===== config.mk =====
export PLATFORM = sky130hd
export DESIGN_NAME = pstd_cell
export DESIGN_NICKNAME = d
export VERILOG_FILES = /design/src/design/pstd_pkg.sv /design/src/design/pstd_cell.sv
export SDC_FILE = /design/constraint.sdc
export NUM_CORES = 1
export LEC_CHECK = 0
export BUFFER_PORTS_ARGS = -buffer_cell sky130_fd_sc_hd__clkbuf_2
export CAP_MARGIN = 10
export CORE_UTILIZATION = 38
export CTS_BUF_LIST = sky130_fd_sc_hd__clkbuf_2
export DETAILED_ROUTE_END_ITERATION = 6
export HOLD_SLACK_MARGIN = 0.05
export PLACE_DENSITY = 0.78
export RECOVER_POWER = 100
export SLEW_MARGIN = 20
export SYNTH_ARGS = -nofsm -noshare
export SYNTH_HDL_FRONTEND = slang
export SYNTH_SLANG_ARGS = --single-unit

===== constraint.sdc =====
create_clock -name aclk -period 16.3 [get_ports aclk]
set_input_delay 3.26 -clock aclk [delete_from_list [all_inputs] [get_ports aclk]]
set_output_delay 3.26 -clock aclk [all_outputs]
set_load 0.02 [all_outputs]

===== src/design/pstd_pkg.sv =====
// Shared types and constants for the port scan threshold detector.
`default_nettype none
package pstd_pkg;

    localparam int IDX_W      = 10;  // widest source index
    localparam int HCNT_W     = 17;  // widest per-source host count
    localparam int PCNT_W     = 19;  // widest per-host port count
    localparam int HOST_OUT_W = 11;
    localparam int PORT_OUT_W = 13;

    localparam logic [HOST_OUT_W-1:0] HOST_COUNT_MAX = '1;
    localparam logic [PORT_OUT_W-1:0] PORT_COUNT_MAX = '1;

    localparam logic [HOST_OUT_W-1:0] HOST_THR_RESET = 11'd64;
    localparam logic [PORT_OUT_W-1:0] PORT_THR_RESET = 13'd64;

    localparam logic REG_HOST_THR = 1'b0;
    localparam logic REG_PORT_THR = 1'b1;

    // source key broadcast to every cell
    typedef struct packed {
        logic [31:0] addr;
        logic [1:0]  proto;
    } src_key_t;

    // lookup token walking down the cell row
    typedef struct packed {
        logic              valid;
        logic              hit;
        logic [IDX_W-1:0]  idx;
        logic [HCNT_W-1:0] hcnt;
        logic [PCNT_W-1:0] maxp;
    } tok_t;

    // entry update broadcast to every cell
    typedef struct packed {
        logic              en;
        logic [IDX_W-1:0]  idx;
        src_key_t          key;
        logic [HCNT_W-1:0] hcnt;
        logic [PCNT_W-1:0] maxp;
    } cell_wr_t;

endpackage
`default_nettype wire


===== src/design/pstd_cell.sv =====
// One source table cell: holds an entry and forwards the lookup token.
`default_nettype none
module pstd_cell #(
    parameter int IDX  = 0,
    parameter int HCW  = 11,
    parameter int PCW  = 13
) (
    input  wire               aclk,
    input  wire               aresetn,
    input  pstd_pkg::src_key_t key,
    input  pstd_pkg::tok_t    tok_in,
    output pstd_pkg::tok_t    tok_out,
    input  pstd_pkg::cell_wr_t wr
);

    logic             valid_reg;
    logic [31:0]      addr_reg;
    logic [1:0]       proto_reg;
    logic [HCW-1:0]   hcnt_reg;
    logic [PCW-1:0]   maxp_reg;
    pstd_pkg::tok_t   tok_reg;
    pstd_pkg::tok_t   tok_next;
    logic             match;

    assign match = valid_reg && addr_reg == key.addr && proto_reg == key.proto;

    always_comb begin
        tok_next = tok_in;
        if (tok_in.valid && !tok_in.hit && match) begin
            tok_next.hit  = 1'b1;
            tok_next.idx  = pstd_pkg::IDX_W'(IDX);
            tok_next.hcnt = pstd_pkg::HCNT_W'(hcnt_reg);
            tok_next.maxp = pstd_pkg::PCNT_W'(maxp_reg);
        end
    end

    always_ff @(posedge aclk) begin
        if (!aresetn) begin
            valid_reg     <= 1'b0;
            tok_reg.valid <= 1'b0;
        end else begin
            tok_reg.valid <= tok_next.valid;
            if (wr.en && wr.idx == pstd_pkg::IDX_W'(IDX)) begin
                valid_reg <= 1'b1;
            end
        end
        tok_reg.hit  <= tok_next.hit;
        tok_reg.idx  <= tok_next.idx;
        tok_reg.hcnt <= tok_next.hcnt;
        tok_reg.maxp <= tok_next.maxp;
        if (wr.en && wr.idx == pstd_pkg::IDX_W'(IDX)) begin
            addr_reg  <= wr.key.addr;
            proto_reg <= wr.key.proto;
            hcnt_reg  <= wr.hcnt[HCW-1:0];
            maxp_reg  <= wr.maxp[PCW-1:0];
        end
    end

    assign tok_out = tok_reg;

endmodule
`default_nettype wire


==> qor.yml, run 1 <==
outcome: "complete, but fails checks"
failed_checks: "max-capacitance violations, max-slew violations"
clk_tree_root_cell: "sky130_fd_sc_hd__clkbuf_2"
seq_area_frac_synth_pct: 75.9
power_per_cell_area_nw_per_um2: 93.6
worstHoldPathType: "reg2reg"
grtUsageTotal_pct: 14.8
die_height_um: 99.2
initial_core_utilization_pct: 39.0
setup_viol: 0
fmax_mhz: 170
num-nets-final: 587
timing.critical_path.to_type: "flop"
routability_congestion: 0.694
synth.ff_latch_count: 107
slew_viol_final: 84
grt.met3_usage_pct: 5.13
final.setup.tns_ns: 0
postSynthCellCount: 213
cts.path.max_buffers: 2
place.port_buffers: 200
syn-mean-instance-area_um2: 16.8
cts-buffers-inserted: 9
fin_util_pct: 51.7
maximum_number_of_pins_on_one_net_before_global_route_repair: 48
timing.critical_path.arrival_ns: 6.36
maxSlewHeadroom_pct: -51.8
layout-drive-gt1-share_pct: 43.3
boundaryPins: 213
tritoncts_clock_tree: "built"
htree_num_levels: 3
post-place-cells: 522
final_period_utilization_pct: 36.2
area_growth_pct: 32.5
post_cts.repair.setup_buffers: 0
routed_wire_length_per_instance_um: 13.4
maximum_clock_skew_at_final_layout_ns: 0.0464
vias: 2432
grt-busiest-layer: "met2"
layout_min_cycle_time_ns: 5.89
final_cells: 538
dieArea_um2: 9830
rsz0062_at_grt: "no"
cts.clk_slew.worst_paths_ns: 0.31
ys_warn_count: 0
remaining_number_of_nets_flagged_by_the_antenna_check_after_routing: 0
dp_hpwl_mm: 5.42
power_leakage_nw: 2.00
route.detailed.vias_per_inst: 4.52
n_antenna_cell: 0
path_max_fanout: 47
path_class: "in2reg"
use_met1_pct: 15.7
report.final.hold_viol_count: 0
tightest_slew_ns: 2.28
grt_pass1_wl_mm: 10.9
fp.dieW_um: 99.2
post_cts_hold_buffer_count: 0
globalRouteOverflowTotal: 0
startpoint_type: "primary input"
row_count: 35
synthesis.area_um2: 3590
firstDrtPassIters: 4
grt_pass1_vias: 2432
antenna_violations_before_repair: 0
maxCapViolCount: 2
n_fill_cell: 857
p_total_w: 0.000445
postCtsResizedCells: 0
worst_skew_pair.late_latency_ns: 0.56
flip_flop_count_of_the_largest_register_after_layout: 48
grtUsageMet2_pct: 25.9
detail_route.drc_violations: 0
vdd.ir_drop.worst_mv: 0.0528
synth_nets: 378
sinks_on_clock_net: 107
design.core.area_um2: 9200
detailedRoute.firstIterationViolations: 32
cp.required_ns: 16.76
routed_wirelength_mm: 7.18
synth.distinct_cells: 19
==> layout make-up <==
class                   count  area [um2]  share of cell area (%)
clock buffers              10        50.0                    1.05
clock inverters             6        55.1                    1.16
multi-input cells         101         836                    17.6
flip-flops and latches    107        2720                    57.3
well taps                 111         139                    2.92
repair buffers            203         950                    20.0
==> per-layer routing <==
layer  up-vias  share of wire, %
met4         0               2.3
met3        14               8.8
met2       125                49
met1      1125                40
li1       1168                 -
met5         -                 0
==> where the power goes <==
group | internal (W) | switching, W | leakage (nW) | total, W
logic | 0.0000206 | 0.0000185 | 0.990 | 0.0000391
registers | 0.000291 | 0.00000160 | 0.934 | 0.000292
clock network | 0.0000246 | 0.0000888 | 0.0709 | 0.000113
==> stage by stage <==
step / area (um2) / worst slack (ns) / hold slack [ns]
after floorplan: 3590 / 6.49 / 0.432
after global placement: 4730 / 11.03 / 0.433
after detailed placement: 4730 / 11.01 / 0.446
after CTS: 4830 / 11.67 / 0.471
after global routing: 4750 / 10.12 / 0.478
final: 4750 / 10.41 / 0.468
==> critical path, stage by stage <==
cell,delay (ns)
sky130_fd_sc_hd__clkbuf_2,0.09
sky130_fd_sc_hd__xor2_1,0.16
sky130_fd_sc_hd__nor4_1,0.37
sky130_fd_sc_hd__nand4_1,0.21
sky130_fd_sc_hd__nor3_2,0.14
sky130_fd_sc_hd__clkbuf_1,1.63
sky130_fd_sc_hd__mux2_2,0.46
==> kinds of logic after synthesis <==
group	synth area share [%]
buffers and inverters	0.942
and+or+nand+nor	7.12
DFF	75.9
xor gates and xnor gates	8.30
muxes	7.53
AOI/OAI and AO/OA	0.209
==> path summary, 6_finish.rpt <==
check / from / to / slack (ns) / cells after the start
max: key[3] / tok_out[2] / 10.41 / 7
min: hcnt_reg[3] / tok_out[22] / 0.47 / 1
max reg2reg: addr_reg[1] / tok_out[2] / 12.77 / 6
min reg2reg: hcnt_reg[3] / tok_out[22] / 0.47 / 1
==> synthesized netlist by cell type, drive strengths merged <==
| cell | number | area (um2) |
|---|---|---|
| buf | 5 | 33.8 |
| xor2 | 32 | 280 |
| dfxtp | 49 | 981 |
| mux2 | 24 | 270 |
| nand2 | 2 | 7.51 |
| or2 | 1 | 6.26 |
| nor3 | 3 | 15.0 |
| o21a | 1 | 7.51 |
| nor4b | 1 | 8.76 |
| and2 | 1 | 6.26 |
| nor4 | 9 | 56.3 |
| nand3 | 1 | 5.00 |
| nand4 | 2 | 12.5 |
| xnor2 | 2 | 17.5 |
| nor2b | 22 | 138 |
| edfxtp | 58 | 1740 |
==> layout by cell type, fill, tap and decap left out, drive strengths merged, types with 2 or more instances in the layout <==
cell and instances:
nor2b 22, clkinv 2, edfxtp 58, clkbuf 213, dfxtp 49, inv 4, xor2 32, nor4 9
nand4 2, nor3 3, xnor2 2, mux2 24, nand2 2
(Power assumes the default switching activity.)
==> run 2: changes to the inputs <==
--- a/config.mk
+++ b/config.mk
@@ -5,13 +5,14 @@
 export SDC_FILE = /design/constraint.sdc
 export NUM_CORES = 1
 export LEC_CHECK = 0
+export ABC_AREA = 1
 export BUFFER_PORTS_ARGS = -buffer_cell sky130_fd_sc_hd__clkbuf_2
 export CAP_MARGIN = 10
 export CORE_UTILIZATION = 38
 export CTS_BUF_LIST = sky130_fd_sc_hd__clkbuf_2
 export DETAILED_ROUTE_END_ITERATION = 6
 export HOLD_SLACK_MARGIN = 0.05
-export PLACE_DENSITY = 0.78
+export PLACE_DENSITY = 0.77
 export RECOVER_POWER = 100
 export SLEW_MARGIN = 20
 export SYNTH_ARGS = -nofsm -noshare
==> constraint.sdc (replaced) <==
create_clock -name aclk -period 5.9 [get_ports aclk]
set_input_delay 1.18 -clock aclk [delete_from_list [all_inputs] [get_ports aclk]]
set_output_delay 1.18 -clock aclk [all_outputs]
set_load 0.02 [all_outputs]
==> run 2 against run 1 <==
Effect of this change:
- the flow still finishes with violations (max-capacitance violations, max-slew violations)
- largest power group unchanged
- die area is 8.8% higher
- wire length increased by 20%
- hold slack better by 0.039 ns
- critical path type unchanged
==> qor.yml, run 2 <==
report.final.hold_viol_count: 0
dp_hpwl_mm: 6.61
grt.met3_usage_pct: 4.50
worst-r2r-cell-count: 10
die_height_um: 103
synth.distinct_cells: 17
grtUsageTotal_pct: 16.2
timing.critical_path.to_type: "flop"
flip_flop_count_of_the_largest_register_after_layout: 48
grt_pass1_vias: 2946
final_cells: 704
path_cells: "clkbuf_2 -> xnor2_1 -> nand2_1 -> nor2_1 -> nand2_1 -> nor2_1 -> nand3_4 -> inv_1 -> nor2_1"
path_class: "in2reg"
dieArea_um2: 10700
rsz0062_at_grt: "no"
maximum_clock_skew_at_final_layout_ns: 0.0230
synth.ff_latch_count: 107
holdCritStartpoint: "valid_reg"
post-synth-top-area-fraction_pct: 44.5
cts-buffers-inserted: 9
detail_route.drc_violations: 0
cts.path.max_buffers: 2
routed_wire_length_per_instance_um: 12.2
grt-busiest-layer: "met2"
seq_area_frac_synth_pct: 69.6
fp.dieW_um: 103
post-place-cells: 688
tritoncts_clock_tree: "built"
synth_edf_count: 58
boundaryPins: 213
final.setup.tns_ns: 0
antenna_violations_before_repair: 0
post_cts.repair.setup_buffers: 0
synth_top_family_by_area: "simple AND/OR/NAND/NOR gates"
synthesized_area_fraction_occupied_by_xor_and_xnor_cells_pct: 4.70
fmax_mhz: 257
path_max_fanout: 26
area_growth_pct: 29.9
synthesis.area_um2: 3910
setup_viol: 0
cp.required_ns: 6.37
critical_path.reg2reg.endpoint: "tok_out[31]"
num-nets-final: 731
synth_simple_gate_area_share_pct: 19.2
startpoint_type: "primary input"
hold-path-cell-count: 1
synth.area.mux_share_pct: 0
most_frequent_cells_in_the_layout: "156 x sky130_fd_sc_hd__clkbuf_2, 107 x sky130_fd_sc_hd__nand2_1, 58 x sky130_fd_sc_hd__edfxtp_1"
final_period_utilization_pct: 66.0
htree_num_levels: 3
dominantRegCellSynth: "sky130_fd_sc_hd__edfxtp_1"
synth_nets: 529
worst_skew_pair.late_latency_ns: 0.55
post_cts_hold_buffer_count: 0
critical_path.reg2reg.startpoint: "addr_reg[9]"
failed_checks: "max-capacitance violations, max-slew violations"
outcome: "complete, but fails checks"
reg2reg_slack_ns: 2.28
postCtsResizedCells: 0
route.detailed.vias_per_inst: 4.36
layout.cells.most_common: "sky130_fd_sc_hd__clkbuf_2"
timing.critical_path.slowest_cell_delay_ns: 1.27
power_per_cell_area_nw_per_um2: 250
layout-drive-gt1-share_pct: 29.2
n_fill_cell: 934
ys_warn_count: 0
yosysTopAreaCell: "sky130_fd_sc_hd__edfxtp_1"
slew_viol_final: 54
vias: 3071
postSynthCellCount: 364
syn-mean-instance-area_um2: 10.7
maxSlewHeadroom_pct: -45.7
synth_most_common_cell: "sky130_fd_sc_hd__nand2_1"
synth-async-reset-ratio_pct: 0
tightest_slew_ns: 2.18
synth-adder-area-share_pct: 0
row_count: 36
synth-compound-area-share_pct: 0.320
timing.critical_path.slowest_stage_cell: "sky130_fd_sc_hd__nor2_1"
clk_tree_root_cell: "sky130_fd_sc_hd__clkbuf_2"
netlist_top_cells_count: "107 x sky130_fd_sc_hd__nand2_1, 58 x sky130_fd_sc_hd__edfxtp_1, 49 x sky130_fd_sc_hd__dfxtp_1, 49 x sky130_fd_sc_hd__inv_1, 37 x sky130_fd_sc_hd__nor2_1"
firstDrtPassIters: 4
power_leakage_nw: 2.43
timing.critical_path.arrival_ns: 4.37
grt_pass1_wl_mm: 12.6
worst_path_bufs_invs: 2
post_synth_main_area_contributors: "sky130_fd_sc_hd__edfxtp_1 45%, sky130_fd_sc_hd__dfxtp_1 25%, sky130_fd_sc_hd__nand2_1 10%"
use_met1_pct: 17.1
remaining_number_of_nets_flagged_by_the_antenna_check_after_routing: 0
maxCapViolCount: 2
cts.clk_slew.worst_paths_ns: 0.29
globalRouteOverflowTotal: 0
layout_min_cycle_time_ns: 3.90
routed_wirelength_mm: 8.62
most_frequent_cell_on_the_critical_path: "sky130_fd_sc_hd__nor2_1"
sinks_on_clock_net: 107
vdd.ir_drop.worst_mv: 0.140
place.port_buffers: 200
detailedRoute.firstIterationViolations: 52
routability_congestion: 0.695
min_delay_worst_endpoint: "valid_reg"
grtUsageMet2_pct: 28.7
maximum_number_of_pins_on_one_net_before_global_route_repair: 34
initial_core_utilization_pct: 39.6
worstHoldPathType: "reg2reg"
design.core.area_um2: 9860
n_antenna_cell: 0
cpLargestDelayFamily: "simple AND/OR/NAND/NOR gates"
==> run 2: how the worst max path moves through the flow <==
stage,from,end,cells past startpoint,slack (ns)
after global routing,key[18],tok_out[36],9,1.67
after global placement,key[28],tok_out[45],8,2.35
after detailed placement,key[28],tok_out[43],8,2.28
final,key[14],tok_out[31],9,2.00
after CTS,key[28],tok_out[44],8,3.01
after floorplan,wr[71],addr_reg[0],3,1.45
==> run 2: routing by layer <==
| layer | routed length [um] | part of all wire, % |
|---|---|---|
| met2 | 4300 | 50 |
| met5 | 0 | 0 |
| met4 | 221 | 2.6 |
| met1 | 3470 | 40 |
| met3 | 634 | 7.4 |
==> run 2: cells by family (layout without fill, tap and decap cells) <==
| logic type | after synthesis | count (layout) |
|---|---|---|
| and+or+nand+nor | 174 | 174 |
| DFF | 107 | 107 |
| xor gates and xnor gates | 21 | 21 |
| buffers and inverters | 60 | 267 |
| AOI/OAI and AO/OA | 2 | 2 |
==> run 2: area by class of cell <==
class	instances	area, um2	area share (%)
inverters	50	188	3.69
clock buffers	9	45.0	0.886
multi-input cells	197	943	18.6
clock inverters	7	73.8	1.45
flip-flops and latches	107	2720	53.6
repair buffers	201	942	18.5
well taps	133	166	3.28
==> run 2: report_power, final <==
part / internal, W / total [W] / switching (W)
clock network: 0.000102 / 0.000344 / 0.000243
logic: 0.0000554 / 0.000116 / 0.0000606
registers: 0.000803 / 0.000807 / 0.00000464
total: 0.000960 / 0.00127 / 0.000308
==> run 2: per-stage QoR <==
step / total power [W] / hold slack (ns) / worst slack, ns / cell area, um2 / utilization [%]
2_1_floorplan: 0.000871 / 0.441 / 1.45 / 3910 / -
3_3_place_gp: 0.000940 / 0.447 / 2.35 / 5040 / 51.1
3_5_place_dp: 0.000944 / 0.457 / 2.28 / 5040 / 51.1
4_1_cts: 0.00129 / 0.512 / 3.01 / 5160 / 52.3
5_1_grt: 0.00133 / 0.532 / 1.67 / 5080 / 51.5
6_report: 0.00127 / 0.507 / 2.00 / 5080 / 51.5
==> run 3: changes to the inputs <==
==> constraint.sdc (replaced) <==
create_clock -name aclk -period 4 [get_ports aclk]
set_input_delay 0.8 -clock aclk [delete_from_list [all_inputs] [get_ports aclk]]
set_output_delay 0.8 -clock aclk [all_outputs]
set_load 0.02 [all_outputs]
==> run 3 against run 2 <==
Effect of this change:
- the run now ends clean
- non-clock buffer count up 2
- clock skew up 0.0046 ns
- clock power up 46%
- register-to-register slack worse by 0.94 ns
- die area unchanged
- via count up 0.52%
==> qor.yml, run 3 (synthesis gave the netlist of run 2 again) <==
outcome: "finished, final reports clean"
timing.critical_path.slowest_cell_delay_ns: 1.05
most_frequent_cells_in_the_layout: "160 x sky130_fd_sc_hd__clkbuf_2, 107 x sky130_fd_sc_hd__nand2_1, 58 x sky130_fd_sc_hd__edfxtp_1"
worst_skew_pair.late_latency_ns: 0.55
cts.clk_slew.worst_paths_ns: 0.28
place.port_buffers: 200
fin_util_pct: 51.7
timing.critical_path.arrival_ns: 3.04
worst-r2r-cell-count: 10
boundaryPins: 213
flip_flop_count_of_the_largest_register_after_layout: 48
design.core.area_um2: 9860
timing.critical_path.slowest_stage_cell: "sky130_fd_sc_hd__clkbuf_2"
final.setup.worst_slack_ns: 1.14
rsz0062_at_grt: "no"
post-place-ws_ns: 1.06
n_antenna_cell: 0
detail_route.drc_violations: 0
detailed_place.area_um2: 5050
slew_viol_final: 0
grt_pass1_wl_mm: 12.8
maxSlewHeadroom_pct: 19.5
vdd.ir_drop.worst_mv: 0.164
power_per_cell_area_nw_per_um2: 365
power_leakage_nw: 2.45
routed_wire_length_per_instance_um: 12.1
routed_wirelength_mm: 8.54
fp.dieW_um: 103
cts.path.max_buffers: 2
critical_path.reg2reg.startpoint: "addr_reg[5]"
worstHoldPathType: "in2reg"
remaining_number_of_nets_flagged_by_the_antenna_check_after_routing: 0
routability_congestion: 0.692
grt_pass1_vias: 2955
die_height_um: 103
worst_hold_slack_ns: 0.391
cts-buffers-inserted: 9
maximum_number_of_pins_on_one_net_before_global_route_repair: 48
htree_num_levels: 3
vias: 3087
initial_core_utilization_pct: 39.6
layout.cells.most_common: "sky130_fd_sc_hd__clkbuf_2"
path_cells: "clkbuf_2 -> nor4_1 -> nand2_1 -> nor2_1 -> clkbuf_2"
clk_tree_root_cell: "sky130_fd_sc_hd__clkbuf_2"
detailedRoute.firstIterationViolations: 68
firstDrtPassIters: 4
num-nets-final: 733
tritoncts_clock_tree: "built"
timing.critical_path.to_type: "flop"
setup_viol: 0
startpoint_type: "primary input"
post_cts.repair.setup_buffers: 0
globalRouteOverflowTotal: 0
final.setup.tns_ns: 0
route.detailed.vias_per_inst: 4.37
grtUsageTotal_pct: 16.0
sinks_on_clock_net: 107
post_cts_hold_buffer_count: 0
holdCritStartpoint: "tok_in[38]"
most_frequent_cell_on_the_critical_path: "sky130_fd_sc_hd__clkbuf_2"
tightest_slew_ns: 1.21
fmax_mhz: 350
layout-drive-gt1-share_pct: 30.2
maxCapViolCount: 0
postCtsResizedCells: 0
maximum_clock_skew_at_final_layout_ns: 0.0276
hold-path-cell-count: 3
antenna_violations_before_repair: 1
cp.required_ns: 4.19
design_area_um2: 5100
path_class: "in2reg"
row_count: 36
report.final.hold_viol_count: 0
path_max_fanout: 47
reg2reg_slack_ns: 1.34
start_point_of_the_critical_path: "wr[71]"
area_growth_pct: 30.4
final_period_utilization_pct: 71.4
layout_min_cycle_time_ns: 2.86
dieArea_um2: 10700
dp_hpwl_mm: 6.54
[run 3: per-layer routing]
layer	global-route usage, %	share of wire (%)
met1	17.3	38
met2	27.9	51
met3	6.12	8.7
met4	7.04	1.7
met5	0	0.19
[run 3: worst max-delay path: cells and delay by family]
family	cells	cell delay, ns
buffers and inverters	2	1.13
and+or+nand+nor	3	1.09
[run 3: through the flow]
stage	total power (W)	std cells
2_1_floorplan	0.00128	364
3_3_place_gp	0.00139	690
3_5_place_dp	0.00139	690
4_1_cts	0.00190	706
5_1_grt	0.00196	706
6_report	0.00186	706
[run 3: worst paths after layout]
check,end
setup / recovery,maxp_reg[1]
hold / removal,tok_out[38]
setup reg to reg,tok_out[37]
hold reg to reg,tok_out[9]
[run 3: report_power, final]
part           switching [W]  internal [W]  leakage [nW]  total (W)
Clock               0.000351      0.000150        0.0766   0.000501
Combinational      0.0000880     0.0000820          1.44   0.000170
Sequential        0.00000687       0.00118         0.934    0.00119
[run 3: cell type report]
class | count | area, um2
Fill cell | 948 | 4760
Sequential cell | 107 | 2720
Inverter | 50 | 188
Tap cell | 133 | 166
Multi-Input combinational cell | 197 | 946
Timing Repair Buffer | 203 | 958
Clock buffer | 9 | 45.0
Clock inverter | 7 | 75.1
